[config.mk]
export PLATFORM = sky130hd
export DESIGN_NAME = cppb_mix
export DESIGN_NICKNAME = d
export VERILOG_FILES = /design/src/hw/rtl/cppb_pkg.sv /design/src/hw/rtl/cppb_mix.sv
export SDC_FILE = /design/constraint.sdc
export NUM_CORES = 1
export LEC_CHECK = 0
export ABC_AREA = 1
export BUFFER_PORTS_ARGS = -buffer_cell sky130_fd_sc_hd__buf_4
export CORE_MARGIN = 4
export CORE_UTILIZATION = 45
export DETAILED_ROUTE_END_ITERATION = 8
export PLACE_DENSITY_LB_ADDON = 0.15
export SLEW_MARGIN = 40
export SYNTH_ARGS = -nofsm -noshare
export SYNTH_HDL_FRONTEND = slang
export SYNTH_SLANG_ARGS = --single-unit
[constraint.sdc]
create_clock -name vclk -period 7.86
set_clock_uncertainty 0.05 [all_clocks]
set_input_delay 1.179 -clock vclk [all_inputs]
set_output_delay 1.179 -clock vclk [all_outputs]
set_load 0.05 [all_outputs]
[src/hw/rtl/cppb_pkg.sv]
// ----------------------------------------------------------------------------
// cppb_pkg: shared definitions for the coverage pixel plot/blend canvas
// Operation codes, register indexes, blend constants and default sizes.
// ----------------------------------------------------------------------------
package cppb_pkg;

  // default canvas store dimensions
  localparam int DEF_MAX_WIDTH  = 512;
  localparam int DEF_MAX_HEIGHT = 256;

  // operation codes carried in tuser
  localparam logic [1:0] OP_CLEAR     = 2'd0;
  localparam logic [1:0] OP_PLOT      = 2'd1;
  localparam logic [1:0] OP_COMPOSITE = 2'd2;

  // configuration register indexes
  localparam logic REG_CANVAS_WIDTH  = 1'b0;
  localparam logic REG_CANVAS_HEIGHT = 1'b1;

  // configuration reset values
  localparam logic [9:0] RST_CANVAS_WIDTH  = 10'd372;
  localparam logic [8:0] RST_CANVAS_HEIGHT = 9'd76;

  // blend constants
  localparam logic [7:0] OPAQUE_LEVEL = 8'd250;
  localparam logic [7:0] FULL_COV     = 8'd255;
  localparam logic [8:0] UNITY        = 9'd256;
  localparam int         CH_W         = 5;

endpackage

[src/hw/rtl/cppb_mix.sv]
// ----------------------------------------------------------------------------
// cppb_mix: RGBA5551 channel blend
// Blends fg over bg per 5-bit channel with weight a in 0..256 and sets alpha.
// ----------------------------------------------------------------------------
module cppb_mix
  import cppb_pkg::*;
(
  input  logic [15:0] fg,
  input  logic [15:0] bg,
  input  logic [8:0]  weight,
  output logic [15:0] blended
);

  logic [8:0] inv_weight;

  assign inv_weight = UNITY - weight;

  // weigh each channel: R at 15..11, G at 10..6, B at 5..1
  always_comb begin
    logic [13:0] fg_term;
    logic [13:0] bg_term;
    logic [13:0] sum;
    int          lsb;
    blended = '0;
    blended[0] = 1'b1;
    for (int i = 0; i < 3; i++) begin
      lsb     = 11 - CH_W * i;
      fg_term = 14'(fg[lsb +: CH_W]) * 14'(weight);
      bg_term = 14'(bg[lsb +: CH_W]) * 14'(inv_weight);
      sum     = fg_term + bg_term;
      blended[lsb +: CH_W] = sum[8 +: CH_W];
    end
  end

endmodule

==> flow_metrics.tcl, run 1 <==
set metrics [dict create \
    status "finished clean" \
    start_util_pct 45.72 \
    yosys.area.top_type "fa_1" \
    dp_hpwl_um 16400 \
    grt_pass1_vias 7044 \
    placed_area_sq_mm 0.009106 \
    dr_total_vias 6775 \
    maxClockFrequency_ghz 0.1328 \
    drive_gt1_share_pct 7.744 \
    cap_violations 0 \
    antenna_found_initial 0 \
    grt_overflow 0 \
    period_needed_ns 7.531 \
    num_antenna_cells 0 \
    layout_commonest_cell "inv_1" \
    die_h_um 145.6 \
    holdCritPathClass "primary input to output port" \
    setup_violations 0 \
    period_share_pct 95.82 \
    setup.worst_path.start_class "primary input" \
    synthTopCellsByArea "fa_1 (42%), inv_1 (15%), nand2_1 (13%), ha_1 (13%), nor2_1 (4.7%)" \
    final_max_slew_viol_count 0 \
    regArea_sq_um 0 \
    syn_inst 1174 \
    netlist_area_sq_mm 0.008523 \
    ctsResizeCount 0 \
    wl_um 18690 \
    dr.pass1.iters 4 \
    drt_iter0_drc 331 \
    end_kind "output port" \
    nNetsFinal 1512 \
    synthDistinctLibCells 36 \
    path_common_cell "inv_1" \
    crit_fanout 9 \
    die_x_um 145.6 \
    io_pins 57 \
    core_sq_mm 0.01864 \
    postLayoutCoreUtil_pct 48.85 \
    num-fill-cells 1907 \
    yosysWarnings 0 \
    crit_type "primary input to output port" \
    row_count 50 \
    seq_cell_count 0 \
    hold_buffers 0 \
    dp_cells 1435 \
    route.detailed.drc 0 \
    grt_pass1_wl_um 32970 \
    critPathTopFamily "adder cells" \
    crit_required_ns 6.63 \
    final_cell_count_no_fill 1435 \
    layout_common_cells "inv_1 (336), nand2_1 (305), fa_1 (177), nor2_1 (107), ha_1 (91)" \
    drtAntennaViolNets 0 \
    area_delta_synth_final_pct 6.841 \
    port_buffers 54 \
    final_cell_area_sq_mm 0.009106 \
    setup-tns-final_ns 0 \
    synth-seq-area-share_pct 0 \
    slowest_delay_ns 0.52 \
    die-area_sq_mm 0.02121 \
    synth_nets 1483 \
    grt_setup_unrepaired "no" \
    cp_num_buf_inv 10 \
    clkbuf_count 0 \
    cp_slowest_cell "fa_1" \
    cts_setup_buffers 0 \
    wire_per_inst_um 13.02 \
    netlist.area_leader.share_pct 41.57 \
    postSynthAreaPerCell_sq_um 7.260 \
    grt_max_degree 28 \
    place_congestion 0.8461 \
    grtUsageTotal_pct 18.30 \
    finalHoldViolCount 0 \
    cp_data_arrival_time_ns 6.30 \
    viasPerCell 4.721 \
]
cell usage after synthesis:
library cell,n
inv_1,336
nand2_1,305
fa_1,177
nor2_1,107
ha_1,91
nand3_1,25
clkbuf_1,21
a21oi_1,17
o21ai_0,14
nor2_4,12
buf_2,10
xor2_1,10
a31oi_1,4
buf_4,4
buf_6,4
nand4_1,4
xnor2_1,4
a21o_1,3
buf_1,3
nor3_1,3
a21boi_0,2
clkinv_2,2
inv_4,2
o211ai_1,2
buf_12,1
conb_1,1
inv_2,1
nand2_2,1
nand2_4,1
nand3_4,1
nor2_8,1
o21ai_2,1
o21bai_1,1
o31ai_1,1
or2_1,1
xnor2_4,1
final timing paths:
check | startpoint | end | slack, ns | cells after the start
setup / recovery | weight[0] | blended[5] | 0.33 | 26
hold / removal | bg[5] | blended[5] | 2.90 | 6
cell families (layout without fill, tap and decap cells):
logic type,after synthesis,count (layout),share of synthesized area [%]
simple gates,461,461,22.39
fa+ha+maj,268,268,54.93
buf+inv,384,411,17.87
compound gates,45,45,3.009
xor+xnor,15,15,1.762
other cells,1,1,0.04400
final cells by class:
cell class / count / area (sq um) / share of cell area (%)
inverters: 341 / 1287 / 14.14
multi-input cells: 790 / 7000 / 76.88
repair buffers: 70 / 525.5 / 5.771
well taps: 234 / 292.8 / 3.215
routing by layer:
layer  share of wire (%)  GRT usage, %
met2                  49         32.72
met4                 1.0         1.614
met1                  46         25.91
met3                 3.8        0.6540
met5                   0             0
stage by stage:
step / hold WS (ns) / setup WS, ns
final: 2.900 / 0.3286
after global routing: 2.951 / 0.02155
after CTS: 2.903 / 0.3124
after detailed placement: 2.901 / 0.3318
after global placement: 2.890 / 0.3760
after floorplan: 2.761 / 0.4085
Power of run 1 is left out: the tool's default activity adds up to more than one toggle a clock period on the data nets, which glitch-free logic cannot reach.
==> run 2, diff against run 1 <==
--- a/config.mk
+++ b/config.mk
@@ -11,6 +11,7 @@
 export CORE_UTILIZATION = 45
 export DETAILED_ROUTE_END_ITERATION = 8
 export PLACE_DENSITY_LB_ADDON = 0.15
+export REMOVE_ABC_BUFFERS = 1
 export SLEW_MARGIN = 40
 export SYNTH_ARGS = -nofsm -noshare
 export SYNTH_HDL_FRONTEND = slang
==> constraint.sdc (replaced) <==
create_clock -name vclk -period 7.65
set_clock_uncertainty 0.05 [all_clocks]
set_input_delay 1.1475 -clock vclk [all_inputs]
set_output_delay 1.1475 -clock vclk [all_outputs]
set_load 0.05 [all_outputs]
==> flow_metrics.tcl, run 2 (synthesis gave the netlist of run 1 again) <==
set metrics [dict create \
    layout_commonest_cell "inv_1" \
    grt_pass1_vias 7256 \
    clkbuf_count 0 \
    crit_type "primary input to output port" \
    period_share_pct 96.21 \
    regArea_sq_um 0 \
    io_pins 57 \
    setup_violations 0 \
    slowest_delay_ns 0.58 \
    cap_violations 0 \
    cp_slowest_cell "fa_1" \
    cts_setup_buffers 0 \
    row_count 50 \
    hold_buffers 0 \
    placed_area_sq_mm 0.009159 \
    core_sq_mm 0.01864 \
    status "finished clean" \
    dp_cells 1442 \
    period_needed_ns 7.360 \
    die_h_um 145.6 \
    final_cell_area_sq_mm 0.009186 \
    crit_path_end "blended[10]" \
    place_congestion 0.8455 \
    startpoint "weight[0]" \
    viasPerCell 4.742 \
    grtUsageTotal_pct 19.09 \
    die_x_um 145.6 \
    dp_hpwl_um 17290 \
    worst-path-stages 26 \
    dr.pass1.iters 5 \
    end_kind "output port" \
    crit_required_ns 6.45 \
    layout_common_cells "inv_1 (334), nand2_1 (303), fa_1 (177), nor2_1 (107), ha_1 (90)" \
    critPathTopFamily "adder cells" \
    die-area_sq_mm 0.02121 \
    final_max_slew_viol_count 0 \
    dr_total_vias 6838 \
    num-fill-cells 1957 \
    nNetsFinal 1519 \
    drt_iter0_drc 243 \
    crit_fanout 6 \
    maxClockFrequency_ghz 0.1359 \
    area_delta_synth_final_pct 7.780 \
    wire_per_inst_um 13.31 \
    drtAntennaViolNets 0 \
    holdCritPathClass "primary input to output port" \
    final_cell_count_no_fill 1442 \
    cp_num_buf_inv 9 \
    antenna_found_initial 0 \
    wl_um 19190 \
    port_buffers 54 \
    start_util_pct 45.72 \
    setup.worst_path.start_class "primary input" \
    grt_pass1_wl_um 33930 \
    drive_gt1_share_pct 8.858 \
    seq_cell_count 0 \
    grt_max_degree 28 \
    grt_overflow 0 \
    route.detailed.drc 0 \
    finalHoldViolCount 0 \
    cp_data_arrival_time_ns 6.16 \
    num_antenna_cells 0 \
]
-- run 2: cell types whose count changed in the layout (fill, tap and decap cells not counted) --
cell,before,now
ha_1,91,90
nor3_2,0,2
nand2_2,1,3
nor3_1,3,1
nand2_1,305,303
inv_2,1,3
buf_4,70,77
inv_1,336,334
o21ai_0,14,12
o21ai_1,0,2
ha_4,0,1
-- run 2: worst min-delay path by stage --
stage                       from          end  slack [ns]  depth (start not counted)
after floorplan           bg[10]  blended[10]        2.70                          4
after global placement     bg[5]   blended[5]        2.82                          6
after detailed placement   bg[5]   blended[5]        2.83                          6
after CTS                  bg[5]   blended[5]        2.83                          6
after global routing       bg[5]   blended[5]        2.87                          6
final                      bg[5]   blended[5]        2.83                          6
-- run 2: final cells by class --
cell class         count  area [sq um]  share of cell area, %
inverters            341          1287                  14.02
multi-input cells    790          7028                  76.51
well taps            234         292.8                  3.187
repair buffers        77         578.1                  6.293
-- run 2: through the flow --
step	setup TNS [ns]	hold WS, ns	utilization (%)	setup WS (ns)
final	0	2.835	49.28	0.2901
after global routing	-0.0006812	2.869	49.28	-0.0006812
after CTS	0	2.832	49.13	0.09837
after detailed placement	0	2.830	49.13	0.1060
after global placement	0	2.825	49.13	0.1989
after floorplan	0	2.698	-	0.3412
-- run 2: layer usage --
layer | share of wire (%) | global-route usage (%)
met1 | 43 | 25.84
met2 | 52 | 35.64
met3 | 4.9 | 0.5917
met4 | 0.58 | 1.567
met5 | 0 | 0
-- run 2: repair_timing --
action,4_1_cts,5_1_grt
setup endpoints to repair,0,14
hold endpoints to repair,0,0
resized for setup,0,9
Power of run 2 is left out for the same reason.
==> run 3, diff against run 2 <==
--- a/config.mk
+++ b/config.mk
@@ -5,10 +5,9 @@
 export SDC_FILE = /design/constraint.sdc
 export NUM_CORES = 1
 export LEC_CHECK = 0
-export ABC_AREA = 1
 export BUFFER_PORTS_ARGS = -buffer_cell sky130_fd_sc_hd__buf_4
 export CORE_MARGIN = 4
-export CORE_UTILIZATION = 45
+export CORE_UTILIZATION = 30
 export DETAILED_ROUTE_END_ITERATION = 8
 export PLACE_DENSITY_LB_ADDON = 0.15
 export REMOVE_ABC_BUFFERS = 1
==> flow_metrics.tcl, run 3 <==
set metrics [dict create \
    status "finished clean" \
    wl_um 19630 \
    netlist.area_leader.share_pct 44.69 \
    finalHoldViolCount 0 \
    layout_commonest_cell "inv_1" \
    synth_common_cells "inv_1 (190), fa_1 (177), and2_1 (146)" \
    slowest_delay_ns 0.53 \
    dr_total_vias 5855 \
    final_cell_area_sq_mm 0.009256 \
    crit_fanout 8 \
    num_antenna_cells 0 \
    route.detailed.drc 0 \
    pre_cts_ws_ns -0.02102 \
    cap_violations 0 \
    period_share_pct 98.14 \
    synthDistinctLibCells 41 \
    core_sq_mm 0.02606 \
    die-area_sq_mm 0.02909 \
    path_common_cell "fa_1" \
    crit_type "primary input to output port" \
    grtUsageTotal_pct 14.07 \
    postSynthAreaPerCell_sq_um 8.839 \
    final_cell_count_no_fill 1300 \
    synth-seq-area-share_pct 0 \
    layout_common_cells "inv_1 (184), fa_1 (177), and2_1 (145), nand2_1 (107), buf_4 (97)" \
    setup_violations 0 \
    drt_iter0_drc 157 \
    row_count 59 \
    placed_area_sq_mm 0.008885 \
    final_max_slew_viol_count 0 \
    drtAntennaViolNets 0 \
    yosysMostFrequentCell "inv_1" \
    period_needed_ns 7.508 \
    hold_buffers 0 \
    viasPerCell 4.504 \
    port_buffers 54 \
    seq_cell_count 0 \
    die_x_um 170.6 \
    yosys.area.top_type "fa_1" \
    wire_per_inst_um 15.10 \
    worstHoldStart "bg[5]" \
    grt_setup_unrepaired "yes" \
    antenna_found_initial 0 \
    fin_ws_ns 0.1422 \
    critPathTopFamily "adder cells" \
    synthTopCellsByArea "fa_1 (45%), ha_1 (14%), and2_1 (12%), inv_1 (9.0%), nand2_1 (5.3%)" \
    grt_overflow 0 \
    startpoint "weight[2]" \
    netlist_area_sq_mm 0.007929 \
    grt_pass1_vias 6489 \
    dp_hpwl_um 16910 \
    grt_pass1_wl_um 33310 \
    syn_inst 897 \
    dr.pass1.iters 4 \
    area_delta_synth_final_pct 16.74 \
    yosysWarnings 0 \
    start_util_pct 30.43 \
    cp_data_arrival_time_ns 6.31 \
    maxClockFrequency_ghz 0.1332 \
    nNetsFinal 1276 \
    holdCritPathClass "primary input to output port" \
    setup-tns-final_ns 0 \
    path_cells "buf_12 > buf_6 > nor2_4 > nand2_4 > xor2_2 > buf_12 > buf_4 > and2_1 > fa_1 > inv_1 > fa_1 > inv_1 > fa_1 > fa_1 > inv_1 > fa_1 > inv_1 > ha_4 > nand4_1 > o21ai_2 > o21ai_2 > or4b_4 > nand3_2 > buf_8" \
    io_pins 57 \
    setup.worst_path.start_class "primary input" \
    cp_num_buf_inv 9 \
    regArea_sq_um 0 \
    drive_gt1_share_pct 15.96 \
    die_h_um 170.6 \
    dp_cells 1287 \
    cp_slowest_cell "fa_1" \
    crit_required_ns 6.45 \
    grt_max_degree 22 \
    end_kind "output port" \
    clkbuf_count 0 \
    place_congestion 0.7446 \
]
-- run 3: what timing repair did --
item,4_1_cts,5_1_grt
pin swaps,1,50
resized for setup,1,65
setup buffers,1,12
endpoints found under the setup margin,6,12
-- run 3: area by class of cell --
type | instances | area (sq um)
Timing Repair Buffer | 110 | 895.9
Tap cell | 335 | 419.2
Inverter | 190 | 718.2
Fill cell | 2754 | 16800
Multi-Input combinational cell | 665 | 7223
-- run 3: path summary, 6_finish.rpt --
check | end | slack [ns] | cells past startpoint
worst min-delay path | blended[5] | 2.96 | 6
worst max-delay path | blended[14] | 0.14 | 24
-- run 3: kinds of logic (layout without fill, tap and decap cells) --
kind of cell	count (synthesis)	after routing	synth area share [%]
fa+ha+maj	268	268	59.05
other cells	1	1	0.04730
xor+xnor	41	41	4.529
simple gates	312	312	21.04
mux	4	4	0.5050
buf+inv	232	300	11.57
compound gates	39	39	3.267
-- run 3: metal layers --
layer / global-route usage [%] / vias to the layer above / share of wire, %
met5: 0 / - / 0
met3: 0.2773 / 2 / 2.5
li1: - / 2776 / -
met1: 20.31 / 3007 / 47
met2: 25.31 / 70 / 50
met4: 0.1389 / 0 / 0.071
-- run 3: worst min-delay path: cells and delay by family --
| kind | cells | cell delay (ns) |
|---|---|---|
| buf+inv | 2 | 0.34 |
| simple gates | 1 | 0.07 |
| xor+xnor | 2 | 0.23 |
| mux | 1 | 0.07 |
-- run 3: metrics by stage --
| stage | hold slack, ns | util [%] |
|---|---|---|
| 4_1_cts | 2.974 | 34.13 |
| 6_report | 2.961 | 35.52 |
| 5_1_grt | 3.046 | 35.52 |
| 2_1_floorplan | 2.810 | - |
| 3_3_place_gp | 2.976 | 34.10 |
| 3_5_place_dp | 2.974 | 34.10 |
Power of run 3 is left out for the same reason.
